File: src/hdl/assert_macros.svh
// Assertion macros shared by the RTL modules.
// Each macro samples on the rising edge of clk and is switched off while arst_n is low.
`ifndef ASSERT_MACROS_SVH
`define ASSERT_MACROS_SVH

// The expression must hold at every clock edge.
`define ASSERT_ALWAYS(lbl, expr, msg) \
	lbl: assert property (@(posedge clk) disable iff (!arst_n) (expr)) else $error(msg);

// Whenever the first expression holds, the second must hold in the same cycle.
`define ASSERT_IMPL(lbl, ante, cons, msg) \
	lbl: assert property (@(posedge clk) disable iff (!arst_n) (ante) |-> (cons)) \
		else $error(msg);

// Whenever the first expression holds, the second must hold in the next cycle.
`define ASSERT_NEXT(lbl, ante, cons, msg) \
	lbl: assert property (@(posedge clk) disable iff (!arst_n) (ante) |=> (cons)) \
		else $error(msg);

`endif

File: src/hdl/itwt_pkg.sv
// ----------------------------------------------------------------------------
// itwt_pkg: shared types, constants and functions
// Token codes, decimal digit types and the single-digit extraction step used
// by the integer-to-word-token pipeline.
// ----------------------------------------------------------------------------
`timescale 1ns / 1ps
`default_nettype none

package itwt_pkg;

	// Field widths.
	localparam int unsigned VALUE_W = 31;
	localparam int unsigned WORD_W  = 5;
	localparam int unsigned NDIGITS = 10;
	localparam int unsigned POW_W   = 34;

	// Token codes.
	localparam logic [WORD_W-1:0] TOK_ZERO     = 5'd0;
	localparam logic [WORD_W-1:0] TOK_TEN      = 5'd10;
	localparam logic [WORD_W-1:0] TOK_TWENTY   = 5'd20;
	localparam logic [WORD_W-1:0] TOK_HUNDRED  = 5'd28;
	localparam logic [WORD_W-1:0] TOK_THOUSAND = 5'd29;
	localparam logic [WORD_W-1:0] TOK_MILLION  = 5'd30;
	localparam logic [WORD_W-1:0] TOK_BILLION  = 5'd31;

	// Token slots: four groups of five slots each.
	localparam int unsigned NGROUPS  = 4;
	localparam int unsigned GSLOTS   = 5;
	localparam int unsigned NSLOTS   = NGROUPS * GSLOTS;

	// Depth of the queue between the digit pipeline and the token emitter.
	localparam int unsigned QDEPTH   = 2;

	// Powers of ten, index is the decimal position.
	localparam logic [POW_W-1:0] POW10 [NDIGITS] = '{
		34'd1, 34'd10, 34'd100, 34'd1000, 34'd10000, 34'd100000,
		34'd1000000, 34'd10000000, 34'd100000000, 34'd1000000000
	};

	// Ten decimal digits, index 9 is the most significant.
	typedef logic [NDIGITS-1:0][3:0] digits_t;

	// One digit extraction result.
	typedef struct packed {
		logic [3:0]         digit;
		logic [VALUE_W-1:0] rem;
	} dstep_t;

	// Item passed from the digit pipeline into the queue.
	typedef struct packed {
		logic    vld;
		digits_t digits;
	} f2q_t;

	// Head of the queue as seen by the token emitter.
	typedef struct packed {
		logic    vld;
		digits_t digits;
	} q2b_t;

	// Takes out the digit at the given decimal position of a remainder that
	// is known to lie below ten times that position's power of ten.
	function automatic dstep_t digit_step(input logic [VALUE_W-1:0] r,
					      input logic [3:0] pos);
		dstep_t           res;
		logic [POW_W-1:0] sub;
		logic [POW_W-1:0] cand;
		res.digit = '0;
		sub       = '0;
		for (int d = 1; d < 10; d++) begin
			cand = POW_W'(d) * POW10[pos];
			if ({3'b000, r} >= cand) begin
				res.digit = 4'(d);
				sub       = cand;
			end
		end
		res.rem = VALUE_W'({3'b000, r} - sub);
		return res;
	endfunction

endpackage

`default_nettype wire

File: src/hdl/integer_to_word_tokens.sv
// ----------------------------------------------------------------------------
// integer_to_word_tokens: English word tokens of a 31-bit integer
// Top level: digit pipeline, item queue and token emitter.
// ----------------------------------------------------------------------------
// A value is taken at a rising edge where start is high and busy is low, and
// a new value may be given in every such cycle. Its tokens leave one per
// cycle on word, each marked by strobe for exactly one cycle, with last high
// on the final token of the value; the receiver cannot hold them off. A value
// gives 1 to 16 tokens, and the token emitter sends one per cycle, going on
// to the next queued value once the last token of one has gone; the
// sustained rate is one token per cycle. When the emitter is free, the first
// token of a value goes from the edge that takes it, which loads the first of
// the 9 digit stages, through the queue and into the output register. busy
// rises when the last digit stage holds an item that the two-entry queue
// cannot take, and the whole digit pipeline then holds.
`timescale 1ns / 1ps
`default_nettype none

module integer_to_word_tokens (
	input  wire logic                          clk,
	input  wire logic                          arst_n,
	input  wire logic                          start,
	output logic                               busy,
	input  wire logic [itwt_pkg::VALUE_W-1:0]  value,
	output logic                               strobe,
	output logic [itwt_pkg::WORD_W-1:0]        word,
	output logic                               last
);

	itwt_pkg::f2q_t q_in;
	itwt_pkg::q2b_t head;
	logic           q_ready;
	logic           pop;

	// Front: digit extraction.
	itwt_front u_front (
		.clk     (clk),
		.arst_n  (arst_n),
		.start   (start),
		.value   (value),
		.busy    (busy),
		.q_ready (q_ready),
		.q_in    (q_in)
	);

	// Queue between the front and the emitter.
	itwt_queue u_queue (
		.clk     (clk),
		.arst_n  (arst_n),
		.q_in    (q_in),
		.q_ready (q_ready),
		.head    (head),
		.pop     (pop)
	);

	// Back: token emission.
	itwt_back u_back (
		.clk    (clk),
		.arst_n (arst_n),
		.head   (head),
		.pop    (pop),
		.strobe (strobe),
		.word   (word),
		.last   (last)
	);

endmodule

`default_nettype wire

File: src/hdl/itwt_front.sv
// ----------------------------------------------------------------------------
// itwt_front: decimal digit pipeline
// Accepts one value per cycle unless stalled, takes out one decimal digit per
// stage, most significant first, and hands the ten digits to the queue.
// ----------------------------------------------------------------------------
`timescale 1ns / 1ps
`default_nettype none
`include "assert_macros.svh"

module itwt_front (
	input  wire logic                           clk,
	input  wire logic                           arst_n,
	input  wire logic                           start,
	input  wire logic [itwt_pkg::VALUE_W-1:0]   value,
	output logic                                busy,
	input  wire logic                           q_ready,
	output itwt_pkg::f2q_t                      q_in
);

	localparam int unsigned NSTG = itwt_pkg::NDIGITS - 1;

	logic                          stg_vld_s [1:NSTG];
	logic [itwt_pkg::VALUE_W-1:0]  stg_rem_s [1:NSTG];
	itwt_pkg::digits_t             stg_dig_s [1:NSTG];
	itwt_pkg::dstep_t              step      [1:NSTG];
	itwt_pkg::digits_t             dig_nxt   [1:NSTG];
	logic                          stall;
	logic                          accept;

	// The pipeline holds as a whole when its last item cannot enter the queue.
	assign stall  = stg_vld_s[NSTG] && !q_ready;
	assign busy   = stall;
	assign accept = start && !busy;

	// Digit extraction for each stage, and the digits each stage will hold.
	always_comb begin
		step[1]    = itwt_pkg::digit_step(value, 4'(itwt_pkg::NDIGITS - 1));
		dig_nxt[1] = '0;
		dig_nxt[1][itwt_pkg::NDIGITS-1] = step[1].digit;
		for (int k = 2; k <= NSTG; k++) begin
			step[k] = itwt_pkg::digit_step(stg_rem_s[k-1],
						       4'(itwt_pkg::NDIGITS - k));
			dig_nxt[k] = stg_dig_s[k-1];
			dig_nxt[k][itwt_pkg::NDIGITS-k] = step[k].digit;
		end
	end

	// Valid bits of the stages.
	always_ff @(posedge clk or negedge arst_n) begin
		if (!arst_n) begin
			for (int k = 1; k <= NSTG; k++) stg_vld_s[k] <= 1'b0;
		end else if (!stall) begin
			stg_vld_s[1] <= accept;
			for (int k = 2; k <= NSTG; k++) stg_vld_s[k] <= stg_vld_s[k-1];
		end
	end

	// Remainders and the digits found so far.
	always_ff @(posedge clk) begin
		if (!stall) begin
			for (int k = 1; k <= NSTG; k++) begin
				stg_rem_s[k] <= step[k].rem;
				stg_dig_s[k] <= dig_nxt[k];
			end
		end
	end

	// After the last stage the remainder is the units digit.
	always_comb begin
		q_in.vld       = stg_vld_s[NSTG];
		q_in.digits    = stg_dig_s[NSTG];
		q_in.digits[0] = stg_rem_s[NSTG][3:0];
	end

	`ASSERT_NEXT(a_stall_holds, stall, $stable(stg_dig_s[NSTG]), "front: stalled item changed")
	`ASSERT_ALWAYS(a_units_digit, !stg_vld_s[NSTG] || (stg_rem_s[NSTG] < 31'd10), "front: units remainder out of range")

endmodule

`default_nettype wire

File: src/hdl/itwt_queue.sv
// ----------------------------------------------------------------------------
// itwt_queue: short item queue
// Two-entry queue that parts the digit pipeline from the token emitter.
// ----------------------------------------------------------------------------
`timescale 1ns / 1ps
`default_nettype none
`include "assert_macros.svh"

module itwt_queue (
	input  wire logic             clk,
	input  wire logic             arst_n,
	input  wire itwt_pkg::f2q_t   q_in,
	output logic                  q_ready,
	output itwt_pkg::q2b_t        head,
	input  wire logic             pop
);

	localparam int unsigned CNT_W = $clog2(itwt_pkg::QDEPTH + 1);
	localparam int unsigned PTR_W = $clog2(itwt_pkg::QDEPTH);

	itwt_pkg::digits_t  q_mem_q [itwt_pkg::QDEPTH];
	logic [PTR_W-1:0]   wr_ptr_q;
	logic [PTR_W-1:0]   rd_ptr_q;
	logic [CNT_W-1:0]   count_q;
	logic               full;
	logic               push;

	// A full queue still takes an item in the cycle that its head leaves.
	assign full    = (count_q == CNT_W'(itwt_pkg::QDEPTH));
	assign q_ready = !full || pop;
	assign push    = q_in.vld && q_ready;

	assign head.vld    = (count_q != '0);
	assign head.digits = q_mem_q[rd_ptr_q];

	// Pointers and fill count.
	always_ff @(posedge clk or negedge arst_n) begin
		if (!arst_n) begin
			wr_ptr_q <= '0;
			rd_ptr_q <= '0;
			count_q  <= '0;
		end else begin
			if (push) wr_ptr_q <= (wr_ptr_q == PTR_W'(itwt_pkg::QDEPTH - 1)) ? '0 : wr_ptr_q + 1'b1;
			if (pop)  rd_ptr_q <= (rd_ptr_q == PTR_W'(itwt_pkg::QDEPTH - 1)) ? '0 : rd_ptr_q + 1'b1;
			if (push && !pop)      count_q <= count_q + 1'b1;
			else if (pop && !push) count_q <= count_q - 1'b1;
		end
	end

	// Entry storage.
	always_ff @(posedge clk) begin
		if (push) q_mem_q[wr_ptr_q] <= q_in.digits;
	end

	`ASSERT_ALWAYS(a_count_range, count_q <= CNT_W'(itwt_pkg::QDEPTH), "queue: fill count beyond depth")
	`ASSERT_IMPL(a_push_full, push && full, pop, "queue: item written into a full queue")

endmodule

`default_nettype wire

File: src/hdl/itwt_back.sv
// ----------------------------------------------------------------------------
// itwt_back: word token emitter
// Lays the ten digits of the head item out as twenty token slots and sends
// the valid slots, or Zero if none is valid, one token per cycle, in order.
// ----------------------------------------------------------------------------
`timescale 1ns / 1ps
`default_nettype none
`include "assert_macros.svh"

module itwt_back (
	input  wire logic                          clk,
	input  wire logic                          arst_n,
	input  wire itwt_pkg::q2b_t                head,
	output logic                               pop,
	output logic                               strobe,
	output logic [itwt_pkg::WORD_W-1:0]        word,
	output logic                               last
);

	localparam int unsigned NS = itwt_pkg::NSLOTS;
	localparam int unsigned GS = itwt_pkg::GSLOTS;

	logic [itwt_pkg::WORD_W-1:0] tok [NS];
	logic [NS-1:0]               msk;
	logic [NS-1:0]               cur;
	logic [NS-1:0]               pick;
	logic [NS-1:0]               nxt;
	logic [NS-1:0]               rem_q;
	logic                        act_q;
	logic                        strobe_q;
	logic                        last_q;
	logic [itwt_pkg::WORD_W-1:0] word_q;
	logic [itwt_pkg::WORD_W-1:0] sel_tok;
	logic                        emit;
	logic                        all_zero;
	logic [itwt_pkg::NDIGITS+1:0][3:0] dpad;

	// Two zero digits above the billions digit give every group three digits.
	assign dpad = {8'h00, head.digits};

	// Slots of each group: hundreds digit, Hundred, tens or teen word, unit, scale.
	always_comb begin
		logic [3:0] h;
		logic [3:0] t;
		logic [3:0] u;
		for (int g = 0; g < int'(itwt_pkg::NGROUPS); g++) begin
			h = dpad[11 - 3*g];
			t = dpad[10 - 3*g];
			u = dpad[9 - 3*g];
			tok[g*GS + 0] = {1'b0, h};
			tok[g*GS + 1] = itwt_pkg::TOK_HUNDRED;
			if (t == 4'd1) tok[g*GS + 2] = itwt_pkg::TOK_TEN + {1'b0, u};
			else           tok[g*GS + 2] = itwt_pkg::TOK_TWENTY + {1'b0, t} - 5'd2;
			tok[g*GS + 3] = {1'b0, u};
			case (g)
				0:       tok[g*GS + 4] = itwt_pkg::TOK_BILLION;
				1:       tok[g*GS + 4] = itwt_pkg::TOK_MILLION;
				default: tok[g*GS + 4] = itwt_pkg::TOK_THOUSAND;
			endcase
			msk[g*GS + 0] = (h != '0);
			msk[g*GS + 1] = (h != '0);
			msk[g*GS + 2] = (t != '0);
			msk[g*GS + 3] = (t != 4'd1) && (u != '0);
			msk[g*GS + 4] = (g != int'(itwt_pkg::NGROUPS) - 1) &&
					((h != '0) || (t != '0) || (u != '0));
		end
	end

	// Lowest pending slot goes out next.
	assign all_zero = (msk == '0);
	assign cur      = act_q ? rem_q : msk;
	assign pick     = cur & (~cur + 1'b1);
	assign nxt      = cur & ~pick;

	always_comb begin
		sel_tok = '0;
		for (int i = 0; i < int'(NS); i++) begin
			if (pick[i]) sel_tok = sel_tok | tok[i];
		end
	end

	assign emit = head.vld;
	assign pop  = head.vld && (all_zero || (nxt == '0));

	// Slot bookkeeping across the tokens of one item.
	always_ff @(posedge clk or negedge arst_n) begin
		if (!arst_n) begin
			act_q    <= 1'b0;
			strobe_q <= 1'b0;
		end else begin
			strobe_q <= emit;
			if (emit) act_q <= !pop;
		end
	end

	// Result register.
	always_ff @(posedge clk) begin
		if (emit) begin
			rem_q  <= nxt;
			word_q <= all_zero ? itwt_pkg::TOK_ZERO : sel_tok;
			last_q <= pop;
		end
	end

	assign strobe = strobe_q;
	assign word   = word_q;
	assign last   = last_q;

	`ASSERT_IMPL(a_pop_valid, pop, head.vld, "back: pop with an empty queue")
	`ASSERT_IMPL(a_zero_alone, strobe_q && (word_q == itwt_pkg::TOK_ZERO), last_q, "back: Zero token not alone")

endmodule

`default_nettype wire
File: config.mk
export PLATFORM = sky130hd
export DESIGN_NAME = integer_to_word_tokens
export DESIGN_NICKNAME = d
export VERILOG_FILES = /design/src/hdl/itwt_pkg.sv /design/src/hdl/integer_to_word_tokens.sv /design/src/hdl/itwt_front.sv /design/src/hdl/itwt_queue.sv /design/src/hdl/itwt_back.sv
export VERILOG_INCLUDE_DIRS = /design/src /design/src/hdl
export SDC_FILE = /design/constraint.sdc
export NUM_CORES = 1
export LEC_CHECK = 0
export ABC_AREA = 1
export BUFFER_PORTS_ARGS = -buffer_cell sky130_fd_sc_hd__buf_4
export CELL_PAD_IN_SITES_DETAIL_PLACEMENT = 2
export CELL_PAD_IN_SITES_GLOBAL_PLACEMENT = 2
export CORE_ASPECT_RATIO = 0.5
export CORE_MARGIN = 1.5
export CORE_UTILIZATION = 44
export DETAILED_ROUTE_END_ITERATION = 8
export PLACE_DENSITY = 0.95
export SLEW_MARGIN = 30
export SYNTH_ARGS = -nofsm -noshare
export SYNTH_HDL_FRONTEND = slang
export SYNTH_SLANG_ARGS = --single-unit
File: constraint.sdc
create_clock -name clk -period 13.8 [get_ports clk]
set_input_delay 2.76 -clock clk [delete_from_list [all_inputs] [get_ports clk]]
set_output_delay 2.76 -clock clk [all_outputs]
set_load 0.03 [all_outputs]
# Word-level counts from Yosys, hierarchy flattened
# Memory sizes are Yosys's and may differ from the RTL's.
# Cells that the tools add are included.
[word_totals] reg_bits=41 ramBits=719 in_bits=34 output_inout_bits=8 word_cells=353 n_memories=3
[classes] add_sub_neg=23 magnitude_cmp=75 eq_ne=7 muxes=180 bitwise_logic=14 reduce_logical=34
[memory_table] name="u_front.stg_dig_s" depth=9 width=40 rd=9 rd_ports_with_merged_regs=0 write_ports=9 line="itwt_front.sv:24" source="itwt_pkg::digits_t stg_dig_s [1:NSTG];"
[memory_table] name="u_front.stg_rem_s" depth=9 width=31 rd=9 rd_ports_with_merged_regs=0 write_ports=9 line="itwt_front.sv:23" source="logic [itwt_pkg::VALUE_W-1:0] stg_rem_s [1:NSTG];"
[memory_table] name="u_queue.q_mem_q" depth=2 width=40 rd=1 rd_ports_with_merged_regs=0 write_ports=1 line="itwt_queue.sv:21" source="itwt_pkg::digits_t q_mem_q [itwt_pkg::QDEPTH];"
[ops] op="$ge 31x10->1 const B" count=5
[ops] op="$ge 31x20->1 const B" count=5
[ops] op="$ge 31x30->1 const B" count=5
[ops] op="$mux 30" count=5
[ops] op="$ge 31x13->1 const B" count=4
[ops] op="$ge 31x17->1 const B" count=4
[ops] op="$ge 31x23->1 const B" count=4
[ops] op="$ge 31x27->1 const B" count=4
[ops] op="$ge 31x7->1 const B" count=4
[ops] op="$mux 20" count=6
[ops] op="$mux 5" count=24
[ops] op="$mux 27" count=4
[ops] op="$mux 3" count=32
[ops] op="$ge 31x16->1 const B" count=3
[ops] op="$ge 31x19->1 const B" count=3
[ops] op="$ge 31x26->1 const B" count=3
[ops] op="$ge 31x29->1 const B" count=3
[ops] op="$ge 31x6->1 const B" count=3
[ops] op="$ge 31x9->1 const B" count=3
[ops] op="$mux 23" count=4
[ops] op="$mux 29" count=3
[ops] op="$mux 26" count=3
[ops] op="$mux 4" count=19
[ops] op="$mux 17" count=4
[ops] op="other kinds (65)" count=176

# Longest topological paths before layout
# Gate-level depths: netlist (run 1).
# An unclocked memory read counts as a cell.
[depth] word_depth=37 ltp_mapped=31 mapped_depth_nobuf=31

# Modules after synthesis
# From an unflattened synthesis (run 1), not the netlist that was laid out.
[unflattened] hier_cells=3559 hier_area_um2=32135.8
[by_module_without_submodules] mod="itwt_front" n_inst=1 cells_per_inst=3029 area_per_inst_um2=26462.9 seq_area_each_um2=12657.1
[by_module_without_submodules] mod="itwt_queue" n_inst=1 cells_per_inst=153 area_per_inst_um2=3305.7 seq_area_each_um2=2502.4
[by_module_without_submodules] mod="itwt_back" n_inst=1 cells_per_inst=377 area_per_inst_um2=2367.3 seq_area_each_um2=710.7

# Worst setup path after synthesis (run 1)
# Ideal clock, no wire load.
[synth_path] path_type="flip-flop to output port" start="register u_queue.rd_ptr_q" end="output port busy" arrival_time_ns=4.317 path_slack_ns=6.723 stages_incl_launch_ff=19 path_buffers=3 cell_sequence="dfrtp_1 -> buf_6 -> buf_2 -> or2_2 -> o21ai_1 -> nand3b_1 -> nand2_1 -> nand2_1 -> nand2_2 -> nand3_1 -> nor2_1 -> nand2_1 -> nand2_1 -> nand2_1 -> nor2_2 -> nand2_2 -> nand4_2 -> buf_6 -> inv_2"
[synth_between] elab_chain_len=16
[synth_lines] element="from (decl)" line="itwt_queue.sv:23" source="logic [PTR_W-1:0] rd_ptr_q;"
[synth_lines] element="from (signal assigned)" line="itwt_queue.sv:44" source="if (pop) rd_ptr_q <= (rd_ptr_q == PTR_W'(itwt_pkg::QDEPTH - 1)) ? '0 : rd_ptr_q + 1'b1;"
[synth_lines] element="$mem_v2 2x40 (*)"
[synth_lines] element="$reduce_bool 4->1 (on tied branches)"
[synth_lines] element="$logic_or 1x1->1 (2 in series)" line="itwt_back.sv:65" source="((h != '0) || (t != '0) || (u != '0));"
[synth_lines] element="$mux 20" line="itwt_back.sv:71" source="assign cur = act_q ? rem_q : msk;"
[synth_lines] element="$not 20->20" line="itwt_back.sv:72" source="assign pick = cur & (~cur + 1'b1);"
[synth_lines] element="$add 20x1->20" line="itwt_back.sv:72"
[synth_lines] element="$and 20x20->20" line="itwt_back.sv:72"
[synth_lines] element="$not 20->20" line="itwt_back.sv:73" source="assign nxt = cur & ~pick;"
[synth_lines] element="$and 20x20->20" line="itwt_back.sv:73"
[synth_lines] element="$logic_not 20->1" line="itwt_back.sv:83" source="assign pop = head.vld && (all_zero || (nxt == '0));"
[synth_lines] element="$logic_or 1x1->1 (*)" line="itwt_back.sv:83"
[synth_lines] element="$logic_and 1x1->1 (*)" line="itwt_back.sv:83"
[synth_lines] element="$logic_or 1x1->1 (*)" line="itwt_queue.sv:30" source="assign q_ready = !full || pop;"
[synth_lines] element="$logic_not 1->1 (*)" line="itwt_front.sv:31" source="assign stall = stg_vld_s[NSTG] && !q_ready;"
[synth_lines] element="$logic_and 1x1->1 (*)" line="itwt_front.sv:31"
[synth_lines] element="to (decl)" line="integer_to_word_tokens.sv:23" source="output logic busy,"
# Every way passes the cells marked *; elsewhere a longest branch is shown, timed or not.

# Worst setup path after layout (run 1)
# Ends and elaborated chain as after synthesis.

==> impl_metrics.csv, run 1 <==
group,metric,value,unit
hold_path,hold_path_class,"flop to flop",
detailed_routing,drc_errors,0,
clock_tree,cts_sinks,527,
critical_path,cp.arrival,4570,ps
yosys,yosysWarningCount,0,
placement,port_buffers,41,
timing,hold_viol,0,
timing,max_clock_freq,0.1364,GHz
clock_tree,cts_resized,0,
yosys,synthCells,3243,
power,total_leakage_power,0.01367,uW
timing,tightest_slew,980.6,ps
power,powerDensity,277.5,nW/um2
yosys,netlist_area,29990,um2
cells_and_area,design_area,33000,um2
run,max_cap_viol_count,0,
yosys,synth-seq-area-share,52.52,%
power,power.switching,4528,uW
critical_path,path_max_fanout,62,
detailed_routing,drt_first_pass_iters,7,
yosys,yosysMostFrequentCell,"nand2_1",
critical_path,critical_path_class,"flop to primary output",
cells_and_area,drive_gt1_share,6.103,%
cells_and_area,syn_to_final_growth,10.06,%
floorplan,num_io_pins,42,
global_route,grt_pass1_wl,211100,um
floorplan,initial_core_util,44.66,%
power,switching_share,49.44,%
floorplan,row_count,67,
yosys,synth_commonest_cells,"693 x nand2_1, 512 x edfxtp_1, 427 x inv_1",
clock_tree,cts_hold_buf,0,
timing,setup_viol,0,
timing,rsz0062_at_grt,"no",
global_route,overflow,0,
yosys,synth_edf_count,512,
timing,period_minus_slack,7331,ps
timing,relSlewSlack,34.62,%
detailed_routing,wl,141500,um
cells_and_area,antenna-diode-count,0,
timing,clock_skew,51.67,ps
placement,place_congestion,0.8911,
timing,drv_slew,0,
global_route,grt.total_usage,40.47,%
power,power_frac_comb,43.3,%
clock_tree,htreeDepth,2,
clock_tree,post_cts_buffers,0,
detailed_routing,via_count,27513,
yosys,synth_area_leaders,"edfxtp_1 51%, nand2_1 8.7%, ha_1 5.5%, inv_1 5.3%, nor2_1 4.5%",
cells_and_area,fill_cells,7128,
floorplan,fp.coreArea,67150,um2
clock_tree,clockBufferDepth,3,
timing,fin_tns_setup,0,ps
power,p_int,4630,uW
detailed_routing,avgViaCountPerCell,6.465,
clock_tree,path_clk_slew,80,ps
clock_tree,cts_tree,"yes",
yosys,synth_top_area_share,51.27,%
timing,timing.final.crit_share,53.13,%
global_route,grt_pass1_vias,30465,
clock_tree,clkLatencyLatePin,650,ps
floorplan,die_h,187.6,um
detailed_routing,drtIter0Drc,2571,
critical_path,cp-end-kind,"primary output",
power,clockPowerShare,16.6,%
cells_and_area,final_net_count,3493,
yosys,synth_top_area_cell,"edfxtp_1",
power,ir_worst_vdd,0.0001136,V
global_route,grt_max_degree,86,
yosys,ys_types,61,
placement,placement.cell_area,31350,um2
detailed_routing,routedWlPerCell,33.26,um
floorplan,die_w,372.2,um
power,sequentialPowerShare,40.1,%
yosys,synth_ff_type,"edfxtp_1",
critical_path,worstPathRequired,11040,ps
global_route,antenna_found_initial,3,
yosys,async_flop_share,2.846,%
floorplan,fp.dieArea,69820,um2
critical_path,cp-start-kind,"flop",
clock_tree,cts_buffers,51,
detailed_routing,ant_nets,0,
run_status,status,"finished, final reports clean",
placement,hpwl,88340,um
yosys,avgSynthCellArea,9.247,um2
clock_tree,root_buffer,"clkbuf_16",
yosys,syn-num-nets,3417,
yosys,synth_seq_cells,527,
[path summary, 6_finish.rpt]
| path | startpoint | endpoint | slack [ps] | cells past startpoint |
|---|---|---|---|---|
| max | u_queue.rd_ptr_q | busy | 6470 | 19 |
| min | u_front.stg_dig_s[0][348] | u_front.stg_dig_s[0][388] | 420 | 0 |
| max reg2reg | u_front.stg_rem_s[0][117] | u_front.stg_rem_s[0][152] | 6730 | 28 |
| min reg2reg | u_front.stg_dig_s[0][348] | u_front.stg_dig_s[0][388] | 420 | 0 |
| max in group asynchronous | arst_n | u_queue.rd_ptr_q | 11640 | 1 |
| min in group asynchronous | arst_n | u_back.act_q | 1960 | 1 |
[state kept, by name, summed over array words and instances, names as in the netlist, 2 cells and up]
| register | flops |
|---|---|
| u_queue.count_q | 2 |
| u_front.stg_vld_s | 8 |
| u_back.word | 5 |
| u_front.stg_rem_s | 252 |
| u_back.rem_q | 16 |
| u_queue.q_mem_q | 76 |
| u_front.stg_dig_s | 162 |
[cell usage in the layout, fill, tap and decap left out, types with 45 or more instances in the layout]
cell type / n
xor2_1: 117
nand3_1: 146
xnor2_1: 77
nor3_1: 74
o21ai_0: 127
a21oi_1: 219
nand4_1: 45
ha_1: 131
nor2_1: 359
edfxtp_1: 512
clkbuf_16: 53
nand2_1: 693
buf_4: 45
inv_1: 426
[critical path, stage by stage (launching register included)]
cell	delay (ps)
dfrtp_2	350
buf_4	570
inv_6	330
nand2_1	160
nand2_1	190
inv_2	120
nand2_1	110
nor2_1	200
nand3_1	210
nand2_1	110
nand2_1	150
nor2_1	230
nand3_2	180
a21oi_1	210
nand2_1	110
nor2_2	150
nand2_2	100
nand4_4	130
inv_2	40
buf_4	160
[routing by layer]
layer  routed length [um]  track usage, %  vias up
li1                     -               -    11211
met1                52140           46.38    14117
met2                70080           69.96     1567
met3                 9292           7.440      616
met4                10020           25.14        2
met5                   15               0        -
[through the flow]
step / power (uW) / setup WS [ps] / hold slack (ps) / instances / util, %
after floorplan: 5419 / 6723 / 400.3 / 3243 / -
after global placement: 6241 / 6915 / 400.5 / 4162 / 46.65
after detailed placement: 7018 / 6302 / 405.9 / 4163 / 46.69
after CTS: 8943 / 6551 / 420.2 / 4256 / 49.10
after global routing: 9383 / 6113 / 424.8 / 4256 / 49.15
final: 9159 / 6469 / 415.4 / 4256 / 49.15
[layout make-up]
cell class | instances | area (um2) | area share, %
clock buffers | 60 | 1383 | 4.189
well taps | 897 | 1122 | 3.401
multi-input cells | 2249 | 12450 | 37.71
clock inverters | 33 | 234.0 | 0.7089
inverters | 440 | 1657 | 5.019
repair buffers | 50 | 410.4 | 1.243
flip-flops and latches | 527 | 15750 | 47.73
[kinds of logic (layout without fill, tap and decap cells)]
group,count (synthesis),after routing,synth area share (%)
AOI/OAI and AO/OA,498,498,9.547
buffers and inverters,467,583,6.096
DFF,527,527,52.52
and+or+nand+nor,1416,1416,20.07
muxes,1,1,0.03755
xor gates and xnor gates,194,194,5.666
adders and majority gates,140,140,6.067
[power groups by stage]
stage / Sequential (uW) / Combinational [uW] / Clock, uW
floorplan: 3180 / 2240 / 0
global placement: 3360 / 2880 / 0
detailed placement: 3540 / 3480 / 0
CTS: 3610 / 3830 / 1510
global route: 3670 / 4150 / 1560
finish: 3670 / 3970 / 1520
Note: power is estimated with default switching activity, not from simulation.
==> inputs of run 2 (changes only) <==
CORE_UTILIZATION = 41   (was 44)
PLACE_DENSITY = 0.9   (was 0.95)
clock period = 7.4 ns   (was 13.8 ns; I/O delays follow)
==> run 2 against run 1 <==
  * The flow now finishes with violations (setup timing)
  * Sequential share of layout area shrank 0.11 points
  * Non-clock buffer count is the same
  * Sequential power grew 85%
  * Utilization shrank 3.0 points
  * Clock-buffer cell count grew 8
  * Clock power grew 88%
  * Routed wire length shrank 1.5%
  * Setup slack lost 6500 ps
  * Worst hold slack lost 4.7 ps
==> impl_metrics.csv, run 2 (synthesis results as in run 1) <==
group,metric,value,unit
run_status,status,"finished with violations",
run_status,violations,"setup timing",
global_route,grt_max_degree,197,
floorplan,initial_core_util,41.85,%
detailed_routing,drc_errors,0,
detailed_routing,drtIter0Drc,3082,
hold_path,hold_end,"u_front.stg_dig_s[0][261]",
global_route,grt.total_usage,35.26,%
detailed_routing,wl,139400,um
critical_path,crit_buf_inv,1,
timing,relSlewSlack,4.201,%
global_route,overflow,0,
critical_path,r2r-start,"u_front.stg_rem_s[0][106]",
critical_path,worstPathRequired,7820,ps
critical_path,worst_path_max_delay_cell,"edfxtp_1",
timing,rsz0062_at_grt,"no",
clock_tree,post_cts_buffers,0,
floorplan,num_io_pins,42,
placement,port_buffers,41,
timing,fin_ws,-10.15,ps
timing,hold_viol,0,
critical_path,r2r_slack,-10,ps
critical_path,crit_top_cell,"nand2_1",
placement,hpwl,84740,um
hold_path,worst_hold_startpoint,"u_front.stg_dig_s[0][221]",
critical_path,cp-end-kind,"flop",
critical_path,r2r-end,"u_front.stg_rem_s[0][153]",
power,ir_worst_vdd,0.0002370,V
critical_path,r2r_cells,23,
hold_path,holdPathStages,0,
cells_and_area,design_area,33080,um2
global_route,grt_pass1_wl,199400,um
clock_tree,htreeDepth,2,
clock_tree,cts_buffers,52,
timing,fin_tns_setup,-10.15,ps
clock_tree,root_buffer,"clkbuf_16",
detailed_routing,via_count,27408,
timing,drv_slew,0,
clock_tree,clockBufferDepth,3,
critical_path,cp-start-kind,"flop",
cells_and_area,reg.largest.list,"u_front.stg_rem_s x252, u_front.stg_dig_s x162, u_queue.q_mem_q x76",
cells_and_area,layout_common_cells,"693 x nand2_1, 512 x edfxtp_1, 426 x inv_1",
timing,clock_skew,49.68,ps
hold_path,hold_path_class,"flop to flop",
cells_and_area,regMostFlops,"u_front.stg_rem_s",
cells_and_area,fill_cells,7584,
timing,period_minus_slack,7410,ps
clock_tree,cts_resized,0,
detailed_routing,avgViaCountPerCell,6.340,
critical_path,cp.arrival,7830,ps
timing,setup_viol,1,
cells_and_area,largest_reg_flops,252,
global_route,grt_pass1_vias,29653,
floorplan,die_w,385.5,um
floorplan,fp.coreArea,71660,um2
critical_path,path_max_fanout,9,
placement,place_congestion,0.8772,
clock_tree,cts_sinks,527,
detailed_routing,routedWlPerCell,32.25,um
timing,timing.final.crit_share,100.1,%
clock_tree,path_clk_slew,80,ps
clock_tree,cts_tree,"yes",
placement,placement.cell_area,31410,um2
clock_tree,clkLatencyLatePin,680,ps
critical_path,crit_chain,"nor2_1, nand2_1, a21oi_1, o21ai_0, a21boi_0, nor4_1, nor2_2, nand2_1, nand2_1, nand2_1, ha_1, nand2_1, o21ai_0, inv_1, o21bai_1, nor2_1, o21bai_1, nand3_1, nand2_1, a21oi_1, o21ai_0, nor2_1, xor2_1",
cells_and_area,mostFrequentLayoutCell,"nand2_1",
floorplan,die_h,194.2,um
cells_and_area,syn_to_final_growth,10.31,%
floorplan,fp.dieArea,74870,um2
power,powerDensity,514.9,nW/um2
timing,tightest_slew,1422,ps
cells_and_area,final_net_count,3494,
global_route,antenna_found_initial,7,
detailed_routing,ant_nets,0,
critical_path,critPathTopFamily,"compound AO/OA/AOI/OAI gates",
run,max_cap_viol_count,0,
floorplan,row_count,69,
critical_path,critical_path_class,"flop to flop",
detailed_routing,drt_first_pass_iters,6,
timing,max_clock_freq,0.1350,GHz
cells_and_area,drive_gt1_share,5.713,%
critical_path,cpPeakStageDelay,680,ps
clock_tree,cts_hold_buf,0,
power,total_leakage_power,0.01365,uW
==> run 2: cell types whose count changed in the layout (fill, tap and decap cells not counted), sizes merged <==
| cell | change |
|---|---|
| bufinv | +2 |
| clkbuf | +8 |
| clkinv | -3 |
| clkinvlp | -1 |
| diode | +4 |
| inv | -4 |
==> run 2: where the power goes <==
| part | total [uW] | internal [uW] | switching [uW] |
|---|---|---|---|
| Combinational | 7390 | 2000 | 5390 |
| Sequential | 6780 | 5240 | 1540 |
| Clock | 2860 | 1430 | 1430 |
==> run 2: worst max path at each step <==
stage | startpoint | to | cells past startpoint
2_1_floorplan | u_queue.rd_ptr_q | busy | 18
3_3_place_gp | value[17] | u_front.stg_rem_s[0][59] | 19
3_5_place_dp | value[29] | u_front.stg_rem_s[0][59] | 20
4_1_cts | u_front.stg_rem_s[0][149] | u_front.stg_rem_s[0][182] | 26
5_1_grt | u_front.stg_rem_s[0][106] | u_front.stg_rem_s[0][153] | 23
6_report | u_front.stg_rem_s[0][106] | u_front.stg_rem_s[0][153] | 23
==> run 2: per-stage QoR <==
stage	total power (uW)	hold slack, ps	utilization, %	setup WS [ps]	cells
after floorplan	10110	400.3	-	1603	3243
after global placement	11640	400.7	43.84	1810	4223
after detailed placement	12950	405.7	43.84	1430	4223
after CTS	16430	393.0	46.08	798.6	4318
after global routing	17460	418.3	46.16	122.3	4320
final	17030	410.7	46.17	-10.15	4323
==> run 2: layout make-up <==
type / count / area (um2) / area share, %
timing repair buffer: 50 / 407.9 / 1.233
clock inverter: 27 / 226.5 / 0.6846
inverter: 440 / 1657 / 5.008
sequential: 527 / 15750 / 47.62
multi-input combinational: 2249 / 12450 / 37.63
antenna: 4 / 10.01 / 0.03026
clock buffer: 68 / 1383 / 4.179
tap: 958 / 1199 / 3.623
==> run 2: worst reg2reg max path: cells and delay by family (launching register included) <==
kind	cells	cell delay (ps)
buf+inv	1	110
xor+xnor	1	360
simple gates	12	2290
flops	1	680
fa+ha+maj	1	580
compound gates	8	3180
==> run 2: metal layers <==
metal / part of all wire, % / global-route usage [%] / vias to the layer above
met5: 0.030 / 0 / -
met4: 7.7 / 22.96 / 6
met3: 6.8 / 6.013 / 637
li1: - / - / 11216
met1: 36 / 39.18 / 13966
met2: 49 / 62.21 / 1583
